<file path="src/design/assert_macros.svh">
// Assertion helpers; clk and rst are taken from the scope of use.
`ifndef ASSERT_MACROS_SVH
`define ASSERT_MACROS_SVH

`ifndef SYNTH

`define XSED_ASSERT(lbl, cond, msg) \
  lbl: assert property (@(posedge clk) disable iff (rst) (cond)) else $error(msg);

`define XSED_ASSERT_IMPLY(lbl, pre, post, msg) \
  lbl: assert property (@(posedge clk) disable iff (rst) (pre) |-> (post)) else $error(msg);

`else

`define XSED_ASSERT(lbl, cond, msg)

`define XSED_ASSERT_IMPLY(lbl, pre, post, msg)

`endif

`endif

</file>
<file path="src/design/xsed_pkg.sv">
package xsed_pkg;

  localparam int TABLE_DEPTH     = 1024;
  localparam int IDX_W           = (TABLE_DEPTH > 1) ? $clog2(TABLE_DEPTH) : 1;
  localparam int MAX_FIELD_BYTES = 8;

  localparam int CFG_IDX_W  = 2;
  localparam int CFG_DATA_W = 11;

  localparam int QDEPTH = 4;
  localparam int QPTR_W = $clog2(QDEPTH);
  localparam int QCNT_W = $clog2(QDEPTH + 1);

  localparam logic REQ_HEADER = 1'b0;
  localparam logic REQ_BYTE   = 1'b1;

  typedef enum logic [CFG_IDX_W-1:0] {
    CFG_TYPE_WIDTH    = 2'd0,
    CFG_SECOND_WIDTH  = 2'd1,
    CFG_THIRD_WIDTH   = 2'd2,
    CFG_TABLE_ENTRIES = 2'd3
  } cfg_index_t;

  typedef enum logic [2:0] {
    ST_RECORDED   = 3'd0,
    ST_SKIPPED    = 3'd1,
    ST_BAD_TYPE   = 3'd2,
    ST_EARLY_END  = 3'd3,
    ST_ZERO_WIDTH = 3'd4
  } status_t;

  typedef enum logic [1:0] {
    KIND_FREE       = 2'd0,
    KIND_IN_USE     = 2'd1,
    KIND_COMPRESSED = 2'd2
  } kind_t;

  typedef enum logic [1:0] {
    EV_NONE   = 2'd0,
    EV_STATUS = 2'd1,
    EV_ENTRY  = 2'd2
  } ev_action_t;

  // One classified beat handed from front to back
  typedef struct packed {
    logic             clr_squash;
    ev_action_t       action;
    status_t          status;
    logic [31:0]      obj;
    logic             in_table;
    logic [IDX_W-1:0] idx;
    logic             kind_bad;
    logic [1:0]       kind;
    logic [63:0]      v1;
    logic [31:0]      v2;
  } xsed_event_t;

  typedef struct packed {
    logic              full;
    logic [QCNT_W-1:0] count;
  } q_stat_t;

  function automatic logic [3:0] clampw(input logic [3:0] w);
    return (w > 4'(MAX_FIELD_BYTES)) ? 4'(MAX_FIELD_BYTES) : w;
  endfunction

endpackage

</file>
<file path="src/design/xsed_if.sv">
interface xsed_in_if;
  logic        valid;
  logic        ready;
  logic        req_type;
  logic [31:0] first_object;
  logic [31:0] entry_count;
  logic [7:0]  stream_byte;
  logic        stream_end;

  modport source (
    output valid, req_type, first_object, entry_count, stream_byte, stream_end,
    input  ready
  );
  modport sink (
    input  valid, req_type, first_object, entry_count, stream_byte, stream_end,
    output ready
  );
endinterface

interface xsed_out_if;
  logic        valid;
  logic        ready;
  logic [31:0] object_number;
  logic [2:0]  status;
  logic [1:0]  entry_kind;
  logic [63:0] first_value;
  logic [31:0] second_value;

  modport source (
    output valid, object_number, status, entry_kind, first_value, second_value,
    input  ready
  );
  modport sink (
    input  valid, object_number, status, entry_kind, first_value, second_value,
    output ready
  );
endinterface

</file>
<file path="src/design/xsed_front.sv">
module xsed_front (
  input  logic                            clk,
  input  logic                            rst,
  xsed_in_if.sink                         items,
  input  logic                            cfg_write,
  input  logic [xsed_pkg::CFG_IDX_W-1:0]  cfg_index,
  input  logic [xsed_pkg::CFG_DATA_W-1:0] cfg_data,
  input  logic                            clearing,
  input  xsed_pkg::q_stat_t               qstat,
  output logic                            push,
  output xsed_pkg::xsed_event_t           ev
);

  logic [3:0]  type_width, second_width, third_width;
  logic [10:0] table_entries;

  logic [31:0] next_object, next_object_next;
  logic [31:0] entries_left, entries_left_next;
  logic [4:0]  byte_position, byte_position_next;
  logic [63:0] type_accum, type_accum_next;
  logic [63:0] second_accum, second_accum_next;
  logic [63:0] third_accum, third_accum_next;
  logic        halted, halted_next;

  logic [3:0]  tw, sw, gw;
  logic [4:0]  total, tw_sw;
  logic [5:0]  pos_inc;
  logic [63:0] kind64;
  logic        accept;

  assign tw      = xsed_pkg::clampw(type_width);
  assign sw      = xsed_pkg::clampw(second_width);
  assign gw      = xsed_pkg::clampw(third_width);
  assign tw_sw   = 5'(tw) + 5'(sw);
  assign total   = tw_sw + 5'(gw);
  assign pos_inc = 6'(byte_position) + 6'd1;

  assign items.ready = !clearing && !qstat.full;
  assign accept      = items.valid && items.ready;

  always_ff @(posedge clk) begin
    if (rst) begin
      type_width    <= 4'd1;
      second_width  <= 4'd4;
      third_width   <= 4'd2;
      table_entries <= 11'd1024;
    end else if (cfg_write) begin
      unique case (xsed_pkg::cfg_index_t'(cfg_index))
        xsed_pkg::CFG_TYPE_WIDTH:    type_width    <= cfg_data[3:0];
        xsed_pkg::CFG_SECOND_WIDTH:  second_width  <= cfg_data[3:0];
        xsed_pkg::CFG_THIRD_WIDTH:   third_width   <= cfg_data[3:0];
        xsed_pkg::CFG_TABLE_ENTRIES: table_entries <= cfg_data;
        default: ;
      endcase
    end
  end

  always_comb begin
    next_object_next   = next_object;
    entries_left_next  = entries_left;
    byte_position_next = byte_position;
    type_accum_next    = type_accum;
    second_accum_next  = second_accum;
    third_accum_next   = third_accum;
    halted_next        = halted;
    kind64             = 64'd0;
    push               = 1'b0;
    ev                 = '0;
    ev.action          = xsed_pkg::EV_NONE;
    ev.status          = xsed_pkg::ST_RECORDED;
    ev.obj             = next_object;

    if (accept) begin
      if (items.req_type == xsed_pkg::REQ_HEADER) begin
        next_object_next   = items.first_object;
        entries_left_next  = items.entry_count;
        halted_next        = 1'b0;
        byte_position_next = 5'd0;
        type_accum_next    = 64'd0;
        second_accum_next  = 64'd0;
        third_accum_next   = 64'd0;
        // every header goes through the queue so the back side drops its squash
        push          = 1'b1;
        ev.clr_squash = 1'b1;
        ev.obj        = items.first_object;
        if (items.entry_count != 32'd0 && total == 5'd0) begin
          halted_next = 1'b1;
          ev.action   = xsed_pkg::EV_STATUS;
          ev.status   = xsed_pkg::ST_ZERO_WIDTH;
        end
      end else if (!halted && entries_left != 32'd0) begin
        if (total == 5'd0) begin
          halted_next = 1'b1;
          push        = 1'b1;
          ev.action   = xsed_pkg::EV_STATUS;
          ev.status   = xsed_pkg::ST_ZERO_WIDTH;
        end else begin
          if (byte_position < 5'(tw))
            type_accum_next = {type_accum[55:0], items.stream_byte};
          else if (byte_position < tw_sw)
            second_accum_next = {second_accum[55:0], items.stream_byte};
          else
            third_accum_next = {third_accum[55:0], items.stream_byte};

          if (pos_inc < 6'(total)) begin
            byte_position_next = pos_inc[4:0];
            if (items.stream_end) begin
              halted_next        = 1'b1;
              push               = 1'b1;
              ev.action          = xsed_pkg::EV_STATUS;
              ev.status          = xsed_pkg::ST_EARLY_END;
              byte_position_next = 5'd0;
              type_accum_next    = 64'd0;
              second_accum_next  = 64'd0;
              third_accum_next   = 64'd0;
            end
          end else begin
            kind64      = (tw == 4'd0) ? 64'd1 : type_accum_next;
            push        = 1'b1;
            ev.action   = xsed_pkg::EV_ENTRY;
            ev.in_table = (next_object < 32'(table_entries)) &&
                          (next_object < 32'(xsed_pkg::TABLE_DEPTH));
            ev.idx      = next_object[xsed_pkg::IDX_W-1:0];
            ev.kind_bad = kind64 > 64'd2;
            ev.kind     = kind64[1:0];
            ev.v1       = second_accum_next;
            ev.v2       = third_accum_next[31:0];
            next_object_next   = next_object + 32'd1;
            entries_left_next  = entries_left - 32'd1;
            byte_position_next = 5'd0;
            type_accum_next    = 64'd0;
            second_accum_next  = 64'd0;
            third_accum_next   = 64'd0;
            if (items.stream_end)
              halted_next = 1'b1;
          end
        end
      end
    end
  end

  always_ff @(posedge clk) begin
    if (rst) begin
      next_object   <= 32'd0;
      entries_left  <= 32'd0;
      byte_position <= 5'd0;
      type_accum    <= 64'd0;
      second_accum  <= 64'd0;
      third_accum   <= 64'd0;
      halted        <= 1'b0;
    end else begin
      next_object   <= next_object_next;
      entries_left  <= entries_left_next;
      byte_position <= byte_position_next;
      type_accum    <= type_accum_next;
      second_accum  <= second_accum_next;
      third_accum   <= third_accum_next;
      halted        <= halted_next;
    end
  end

endmodule

</file>
<file path="src/design/xsed_queue.sv">
module xsed_queue (
  input  logic                  clk,
  input  logic                  rst,
  input  logic                  push,
  input  xsed_pkg::xsed_event_t push_ev,
  input  logic                  pop,
  output logic                  head_valid,
  output xsed_pkg::xsed_event_t head_ev,
  output xsed_pkg::q_stat_t     qstat
);

  xsed_pkg::xsed_event_t          slots [xsed_pkg::QDEPTH];
  logic [xsed_pkg::QPTR_W-1:0]    wptr, rptr;
  logic [xsed_pkg::QCNT_W-1:0]    count;

  assign head_valid  = count != '0;
  assign head_ev     = slots[rptr];
  assign qstat.full  = count == xsed_pkg::QCNT_W'(xsed_pkg::QDEPTH);
  assign qstat.count = count;

  always_ff @(posedge clk) begin
    if (push)
      slots[wptr] <= push_ev;
  end

  always_ff @(posedge clk) begin
    if (rst) begin
      wptr  <= '0;
      rptr  <= '0;
      count <= '0;
    end else begin
      if (push)
        wptr <= wptr + 1'b1;
      if (pop)
        rptr <= rptr + 1'b1;
      if (push && !pop)
        count <= count + 1'b1;
      else if (pop && !push)
        count <= count - 1'b1;
    end
  end

endmodule

</file>
<file path="src/design/xsed_back.sv">
module xsed_back (
  input  logic                  clk,
  input  logic                  rst,
  input  logic                  head_valid,
  input  xsed_pkg::xsed_event_t head_ev,
  output logic                  pop,
  output logic                  clearing,
  xsed_out_if.source            results
);

  logic marks_mem [xsed_pkg::TABLE_DEPTH];
  logic [xsed_pkg::IDX_W-1:0] clr_addr;

  logic                  b_valid;
  xsed_pkg::xsed_event_t b_ev;
  logic                  rdata_q, fwd_q;
  logic                  squash, squash_next;

  logic                  o_valid;
  logic [31:0]           o_obj;
  xsed_pkg::status_t     o_status;
  logic [1:0]            o_kind;
  logic [63:0]           o_v1;
  logic [31:0]           o_v2;

  logic              o_free, b_fire, b_load, marked, emit, wr_mark;
  xsed_pkg::status_t st;
  logic [1:0]        kind;
  logic [63:0]       v1;
  logic [31:0]       v2;

  assign o_free = !o_valid || results.ready;
  assign b_fire = b_valid && o_free;
  assign b_load = head_valid && (!b_valid || b_fire) && !clearing;
  assign pop    = b_load;
  // mark written by the beat leaving stage B is not yet in the read data
  assign marked = rdata_q | fwd_q;

  always_comb begin
    emit        = 1'b0;
    wr_mark     = 1'b0;
    st          = xsed_pkg::ST_RECORDED;
    kind        = 2'd0;
    v1          = 64'd0;
    v2          = 32'd0;
    squash_next = b_ev.clr_squash ? 1'b0 : squash;
    unique case (b_ev.action)
      xsed_pkg::EV_NONE: ;
      xsed_pkg::EV_STATUS: begin
        emit = 1'b1;
        st   = b_ev.status;
      end
      xsed_pkg::EV_ENTRY: begin
        emit = 1'b1;
        if (b_ev.in_table && !marked) begin
          if (b_ev.kind_bad) begin
            st          = xsed_pkg::ST_BAD_TYPE;
            squash_next = 1'b1;
          end else begin
            st      = xsed_pkg::ST_RECORDED;
            wr_mark = 1'b1;
            kind    = b_ev.kind;
            v1      = b_ev.v1;
            v2      = b_ev.v2;
          end
        end else begin
          st = xsed_pkg::ST_SKIPPED;
        end
      end
      default: ;
    endcase
    // halted by a bad type: everything up to the next header is dropped
    if (squash && !b_ev.clr_squash) begin
      emit        = 1'b0;
      wr_mark     = 1'b0;
      squash_next = 1'b1;
    end
  end

  always_ff @(posedge clk) begin
    if (clearing)
      marks_mem[clr_addr] <= 1'b0;
    else if (b_fire && wr_mark)
      marks_mem[b_ev.idx] <= 1'b1;
    if (b_load) begin
      rdata_q <= marks_mem[head_ev.idx];
      fwd_q   <= b_fire && wr_mark && (b_ev.idx == head_ev.idx);
      b_ev    <= head_ev;
    end
  end

  always_ff @(posedge clk) begin
    if (rst) begin
      clearing <= 1'b1;
      clr_addr <= '0;
    end else if (clearing) begin
      clr_addr <= clr_addr + 1'b1;
      if (clr_addr == xsed_pkg::IDX_W'(xsed_pkg::TABLE_DEPTH - 1))
        clearing <= 1'b0;
    end
  end

  always_ff @(posedge clk) begin
    if (rst) begin
      b_valid <= 1'b0;
      squash  <= 1'b0;
      o_valid <= 1'b0;
    end else begin
      if (b_load)
        b_valid <= 1'b1;
      else if (b_fire)
        b_valid <= 1'b0;
      if (b_fire)
        squash <= squash_next;
      if (b_fire && emit)
        o_valid <= 1'b1;
      else if (results.ready)
        o_valid <= 1'b0;
    end
  end

  always_ff @(posedge clk) begin
    if (b_fire && emit) begin
      o_obj    <= b_ev.obj;
      o_status <= st;
      o_kind   <= kind;
      o_v1     <= v1;
      o_v2     <= v2;
    end
  end

  assign results.valid         = o_valid;
  assign results.object_number = o_obj;
  assign results.status        = o_status;
  assign results.entry_kind    = o_kind;
  assign results.first_value   = o_v1;
  assign results.second_value  = o_v2;

endmodule

</file>
<file path="src/design/xref_stream_entry_decoder_top.sv">
// Cross-reference stream entry decoder.
// items: one beat per header (req_type 0: first_object, entry_count) or per
//   stream byte (req_type 1: stream_byte, stream_end on the last byte).
// results: one beat per finished entry or error: object_number, status,
//   entry_kind, first_value, second_value.
// cfg_write/cfg_index/cfg_data: register writes, taken any cycle, used from the
//   next accepted beat on.
// Throughput: one item per cycle while items.ready is high. The front classifies
//   a beat in the cycle it is accepted and queues it; the back loads the queue
//   head into stage B while reading the mark memory, then decides and fills the
//   output register that drives results.valid.
// A 4-deep queue parts front and back; the output register parts the back
//   from the receiver. While results stalls, items keep flowing until the
//   queue fills, then items.ready drops.
// Reset: a clearing pass zeroes the 1024-entry mark memory, one entry a
//   cycle; items.ready stays low until the pass is done.
`include "assert_macros.svh"

module xref_stream_entry_decoder_top (
  input  logic                            clk,
  input  logic                            rst,
  xsed_in_if.sink                         items,
  xsed_out_if.source                      results,
  input  logic                            cfg_write,
  input  logic [xsed_pkg::CFG_IDX_W-1:0]  cfg_index,
  input  logic [xsed_pkg::CFG_DATA_W-1:0] cfg_data
);

  logic                  clearing;
  logic                  push, pop, head_valid;
  xsed_pkg::xsed_event_t push_ev, head_ev;
  xsed_pkg::q_stat_t     qstat;

  xsed_front u_front (
    .clk       (clk),
    .rst       (rst),
    .items     (items),
    .cfg_write (cfg_write),
    .cfg_index (cfg_index),
    .cfg_data  (cfg_data),
    .clearing  (clearing),
    .qstat     (qstat),
    .push      (push),
    .ev        (push_ev)
  );

  xsed_queue u_queue (
    .clk        (clk),
    .rst        (rst),
    .push       (push),
    .push_ev    (push_ev),
    .pop        (pop),
    .head_valid (head_valid),
    .head_ev    (head_ev),
    .qstat      (qstat)
  );

  xsed_back u_back (
    .clk        (clk),
    .rst        (rst),
    .head_valid (head_valid),
    .head_ev    (head_ev),
    .pop        (pop),
    .clearing   (clearing),
    .results    (results)
  );

  `XSED_ASSERT(a_no_accept_clearing, !(clearing && items.ready), "beat accepted during clear")
  `XSED_ASSERT_IMPLY(a_header_pushes, items.valid && items.ready && items.req_type == xsed_pkg::REQ_HEADER, push, "header not queued")
  `XSED_ASSERT(a_queue_bound, qstat.count <= xsed_pkg::QCNT_W'(xsed_pkg::QDEPTH), "queue overflow")
  `XSED_ASSERT_IMPLY(a_no_result_clearing, clearing, !results.valid, "result during clear")

endmodule

</file>
<file path="src/flat_wrapper.sv">
// flat-port wrapper written by rule: the top's interface ports become plain ports
module xref_stream_entry_decoder_top_flat 
  (clk, rst, cfg_write, cfg_index, cfg_data, items_valid, items_req_type, items_first_object, items_entry_count, items_stream_byte, items_stream_end, items_ready, results_valid, results_object_number, results_status, results_entry_kind, results_first_value, results_second_value, results_ready);
  xsed_in_if items_i ();
  xsed_out_if results_i ();
  input  logic clk;
  input  logic rst;
  input  logic cfg_write;
  input  logic [xsed_pkg::CFG_IDX_W-1:0] cfg_index;
  input  logic [xsed_pkg::CFG_DATA_W-1:0] cfg_data;
  input wire logic [$bits(items_i.valid)-1:0] items_valid;
  input wire logic [$bits(items_i.req_type)-1:0] items_req_type;
  input wire logic [$bits(items_i.first_object)-1:0] items_first_object;
  input wire logic [$bits(items_i.entry_count)-1:0] items_entry_count;
  input wire logic [$bits(items_i.stream_byte)-1:0] items_stream_byte;
  input wire logic [$bits(items_i.stream_end)-1:0] items_stream_end;
  output wire logic [$bits(items_i.ready)-1:0] items_ready;
  output wire logic [$bits(results_i.valid)-1:0] results_valid;
  output wire logic [$bits(results_i.object_number)-1:0] results_object_number;
  output wire logic [$bits(results_i.status)-1:0] results_status;
  output wire logic [$bits(results_i.entry_kind)-1:0] results_entry_kind;
  output wire logic [$bits(results_i.first_value)-1:0] results_first_value;
  output wire logic [$bits(results_i.second_value)-1:0] results_second_value;
  input wire logic [$bits(results_i.ready)-1:0] results_ready;
  assign items_i.valid = items_valid;
  assign items_i.req_type = items_req_type;
  assign items_i.first_object = items_first_object;
  assign items_i.entry_count = items_entry_count;
  assign items_i.stream_byte = items_stream_byte;
  assign items_i.stream_end = items_stream_end;
  assign items_ready = items_i.ready;
  assign results_valid = results_i.valid;
  assign results_object_number = results_i.object_number;
  assign results_status = results_i.status;
  assign results_entry_kind = results_i.entry_kind;
  assign results_first_value = results_i.first_value;
  assign results_second_value = results_i.second_value;
  assign results_i.ready = results_ready;
  xref_stream_entry_decoder_top u_core (.clk(clk), .rst(rst), .items(items_i), .results(results_i), .cfg_write(cfg_write), .cfg_index(cfg_index), .cfg_data(cfg_data));
endmodule
</file>
<file path="config.mk">
export PLATFORM = sky130hd
export DESIGN_NAME = xref_stream_entry_decoder_top_flat
export DESIGN_NICKNAME = d
export VERILOG_FILES = /design/src/design/xsed_pkg.sv /design/src/design/xsed_if.sv /design/src/design/xsed_front.sv /design/src/design/xsed_queue.sv /design/src/design/xsed_back.sv /design/src/design/xref_stream_entry_decoder_top.sv /design/src/flat_wrapper.sv
export VERILOG_INCLUDE_DIRS = /design/src /design/src/design
export SDC_FILE = /design/constraint.sdc
export NUM_CORES = 2
export LEC_CHECK = 0
export ABC_AREA = 1
export BUFFER_PORTS_ARGS = -buffer_cell sky130_fd_sc_hd__buf_2
export CORE_MARGIN = 3
export CORE_UTILIZATION = 25
export CTS_BUF_LIST = sky130_fd_sc_hd__clkbuf_2
export CTS_CLUSTER_DIAMETER = 150
export DETAILED_ROUTE_END_ITERATION = 12
export PLACE_DENSITY = 0.42
export SETUP_SLACK_MARGIN = 0.3
export SLEW_MARGIN = 20
export SYNTH_ARGS = -nofsm -noshare
export SYNTH_HDL_FRONTEND = slang
export SYNTH_SLANG_ARGS = --single-unit
</file>
<file path="constraint.sdc">
create_clock -name clk -period 32.8 [get_ports clk]
set_input_delay 0 -clock clk [delete_from_list [all_inputs] [get_ports clk]]
set_output_delay 0 -clock clk [all_outputs]
set_load 0.02 [all_outputs]
</file>
==> results by group <==
Power and ir drop
  – Reg power frac: 57.7%
  – Int Power: 0.00384 W
  – Maximum VDD drop: 0.0000328 V
  – Part of the power in combinational logic: 2.6%
  – Lkg Pwr: 38.9 nW
  – Clock power share: 39.7%
  – Switching share of total power: 25.1%
  – P_sw: 0.00128 W
  – PwrDens: 45.9 mW/mm^2

Setup path
  – Ordered list of cells on the worst path: nor2_1 -> ha_1 -> fa_1 -> inv_1 -> fa_1 -> or2_1 -> nand2_1 -> a21oi_1 -> xnor2_1 -> nand3_1 -> o21ai_4 -> dlygate4sd3_1 -> buf_4 -> clkinv_2 -> nand2_4 -> dlygate4sd3_1 -> inv_2 -> buf_4 -> nand2_1 -> a21oi_1
  – Startpoint types: flip-flop
  – Critical Path Sink Type: flip-flop
  – Slowest cell on crit path: dlygate4sd3_1
  – R2R depth: 20
  – CP max stage delay: 1300 ps
  – Reg2reg end: u_core.u_front.type_accum[30]$_SDFFE_PP0P_
  – Critical path type: reg2reg
  – Crit path DAT: 10190 ps
  – R2R setup slack: 24300 ps
  – Crit path max fanout: 91
  – R2R Path Start: u_core.u_front.type_width[3]$_SDFFE_PP0P_
  – Critical Path RT: 34490 ps

Die
  – Row count: 226
  – Die area: 0.389 mm^2
  – Initial Utilization: 25.1%
  – Die Y: 623 um
  – Ports: 227
  – DIE WIDTH: 623 um
  – Core Footprint: 0.379 mm^2

Clock tree
  – Clock Tree Buf Depth: 4
  – H-tree depth: 6
  – CTS Root Cell: clkbuf_2
  – Worst-Skew Late Latency: 1990 ps
  – Reg clk slew, reported paths: 100 ps
  – Clk sinks: 2170
  – Cts hold-fix bufs: 451
  – Post-CTS Setup Inserts: 0
  – PostCTS Resize Cnt: 0
  – Num CTS Buffers: 601
  – CTS tree: yes

Final layout
  – Most common cell after layout, fill and taps aside: edfxtp_1
  – Share of layout cells above drive strength 1: 13.3%
  – Most frequent cells in the layout: 1894 x edfxtp_1, 1774 x nor2_1, 1504 x nand2_1
  – Fin nets: 10500
  – Layout area overhead: 17.1%

Timing
  – TNS Setup: 0 ps
  – Slew @ Worst Pin: 1240 ps
  – Fin. max-slew vios: 0
  – Worst slew margin: 16.7%
  – Period utilization: 25.9%
  – Endpoints failing hold: 0
  – WHS: 415 ps
  – # setup viols final: 0
  – RSZ-0062 raised after global routing: no
  – Worst setup margin: 24300 ps
  – Min Tclk post-route: 8500 ps
  – Worst-case clock skew: 232 ps
  – F_max: 0.118 GHz

Yosys
  – Syn_nets: 9762
  – Synthesized area per cell: 9.90 um^2
  – Post-synth EDFFs: 1894
  – Synth Cell Area: 0.0953 mm^2
  – Post-synth ARST share: 0%
  – Yosys cell types: 53
  – Yosys warnings: 0
  – Synth Register Bits: 2170
  – Post-Synthesis Cells: 9626
  – Register area share after synthesis: 65.5%
  – Commonest register cell after synthesis: edfxtp_1

GRT
  – First-pass GRT wire length: 467000 um
  – GRT Residual Overflow: 0
  – Vias in the first global route: 72400
  – Initial antenna violation count: 16
  – Total Routing Usage GR: 15.8%
  – Largest net degree at the start of global routing: 275

Route
  – 1st-pass router iterations: 8
  – DRC Markers: 0
  – Initial DRC Count: 5649
  – Vias per cell: 4.61
  – Routed via count: 73000
  – Routed Antenna Nets: 0
  – WL/cell: 20.0 um
  – Total Wirelength: 317000 um

Min path
  – HP Class: in2reg
  – Hold EP: u_core.u_front.third_accum[0]$_SDFFE_PP0P_
  – Worst Hold Depth: 8
  – Min-delay src: items_stream_byte[0]

Place
  – Dpl hpwl: 165000 um
  – Port bufs: 226
  – Dpl ws: 25600 ps
  – Gpl congestion: 0.800

Run status
  – Outcome: complete, no violations

Run
  – Maxcap violations: 0
-- per-stage QoR --
step,cells,area [um^2],total power (W),util (%)
3_5_place_dp,14300,101000,0.00311,26.7
4_1_cts,15800,111000,0.00522,29.4
5_1_grt,15800,112000,0.00537,29.4
2_1_floorplan,9626,95300,0.00307,-
3_3_place_gp,14300,101000,0.00311,26.7
6_report,15800,112000,0.00512,29.4
-- per-layer routing --
metal	GRT usage, %	wire (um)
met1	19.8	135000
met2	27.3	155000
met3	2.61	16800
met4	5.73	10400
met5	0	41
-- synth_stat cells (all sizes together), types with 2 or more instances --
master   count  area, um^2
ha          41         513
a22o         2        17.5
edfxtp    1894       56900
clkbuf     538        2020
a31oi       34         213
or4          2        15.0
nand3      740        3700
inv       1023        3840
a2bb2oi      6        52.6
dfxtp      276        5530
nand4       19         119
o211ai     155        1160
nor2      1789        6740
o221ai       2        17.5
a211oi       7        52.6
xor2        26         228
mux2         4        45.0
nand2     1564        5870
or2         10        62.6
a21oi      220        1100
buf        147         682
nor3        29         145
o22ai      214        1340
o21a         4        30.0
o21ai      688        3450
xnor2        9        78.8
clkinv       2        7.51
fa           3        60.1
nand3b     128         961
nor4        35         219
-- worst max path at each step --
stage | start | end | slack [ps] | cells past startpoint
2_1_floorplan | u_core.u_back.b_ev[145]$_DFFE_PP_ | u_core.u_back.marks_mem[672]$_DFFE_PP_ | 21380 | 20
3_3_place_gp | u_core.u_front.second_width[3]$_SDFFE_PP0P_ | u_core.u_queue.slots[1][7]$_DFFE_PP_ | 25650 | 20
3_5_place_dp | u_core.u_front.type_width[3]$_SDFFE_PP0P_ | u_core.u_queue.slots[3][72]$_DFFE_PP_ | 25600 | 20
4_1_cts | u_core.u_front.type_width[3]$_SDFFE_PP0P_ | u_core.u_front.type_accum[30]$_SDFFE_PP0P_ | 24230 | 20
5_1_grt | u_core.u_front.second_width[3]$_SDFFE_PP0P_ | u_core.u_front.type_accum[4]$_SDFFE_PP0P_ | 23750 | 20
6_report | u_core.u_front.type_width[3]$_SDFFE_PP0P_ | u_core.u_front.type_accum[30]$_SDFFE_PP0P_ | 24300 | 20
-- power by group through the flow --
stage / combinational (W) / clock [W] / sequential (W)
2_1_floorplan: 0.0000525 / 0 / 0.00302
3_3_place_gp: 0.0000935 / 0 / 0.00302
3_5_place_dp: 0.0000927 / 0 / 0.00302
4_1_cts: 0.000130 / 0.00213 / 0.00295
5_1_grt: 0.000143 / 0.00227 / 0.00296
6_report: 0.000132 / 0.00204 / 0.00295
-- cells by family (layout without fill, tap and decap cells) --
| logic type | after synthesis | in the layout | synth area share [%] |
|---|---|---|---|
| and+or+nand+nor | 4320 | 4320 | 18.8 |
| DFF | 2170 | 2170 | 65.5 |
| buffers and inverters | 1710 | 2882 | 6.87 |
| AOI/OAI and AO/OA | 1343 | 1343 | 7.90 |
| adders and majority gates | 44 | 44 | 0.602 |
| xor gates and xnor gates | 35 | 35 | 0.322 |
| muxes | 4 | 4 | 0.0473 |
| other | 0 | 28 | 0 |
-- critical path: cells and delay by family (launching register included) --
| kind | cells | cell delay, ps |
|---|---|---|
| buffers and inverters | 7 | 4680 |
| AND/OR/NAND/NOR | 6 | 1240 |
| adder cells (fa/ha/maj) | 3 | 1210 |
| flip-flops | 1 | 400 |
| AO/OA/AOI/OAI | 3 | 330 |
| XOR/XNOR | 1 | 200 |
-- area by class of cell --
class | count | area (um^2)
Fill cell | 40000 | 268000
Clock buffer | 889 | 4450
Antenna cell | 28 | 70.1
Multi-Input combinational cell | 5746 | 26700
Clock inverter | 166 | 1110
Timing Repair Buffer | 802 | 6690
Tap cell | 5016 | 6280
Inverter | 1025 | 3880
Sequential cell | 2170 | 62400
-- sequential cells by signal, summed over array words and instances, names as in the netlist, 3 cells and up, named ones only --
signal                               cells
u_core.u_back.clr_addr                  10
u_core.u_queue.slots                   588
u_core.u_front.third_width               4
u_core.u_back.marks_mem               1024
u_core.u_back.results.status             3
u_core.u_front.entries_left             32
u_core.u_front.second_accum             64
u_core.u_front.next_object              32
u_core.u_back.results.second_value      32
u_core.u_front.third_accum              32
u_core.u_front.byte_position             5
u_core.u_back.results.first_value       64
u_core.u_front.type_width                4
u_core.u_front.table_entries            11
u_core.u_queue.count                     3
u_core.u_back.b_ev                     147
u_core.u_front.type_accum               64
u_core.u_front.second_width              4
u_core.u_back.results.object_number     32
Power figures use the tool's default switching activity.
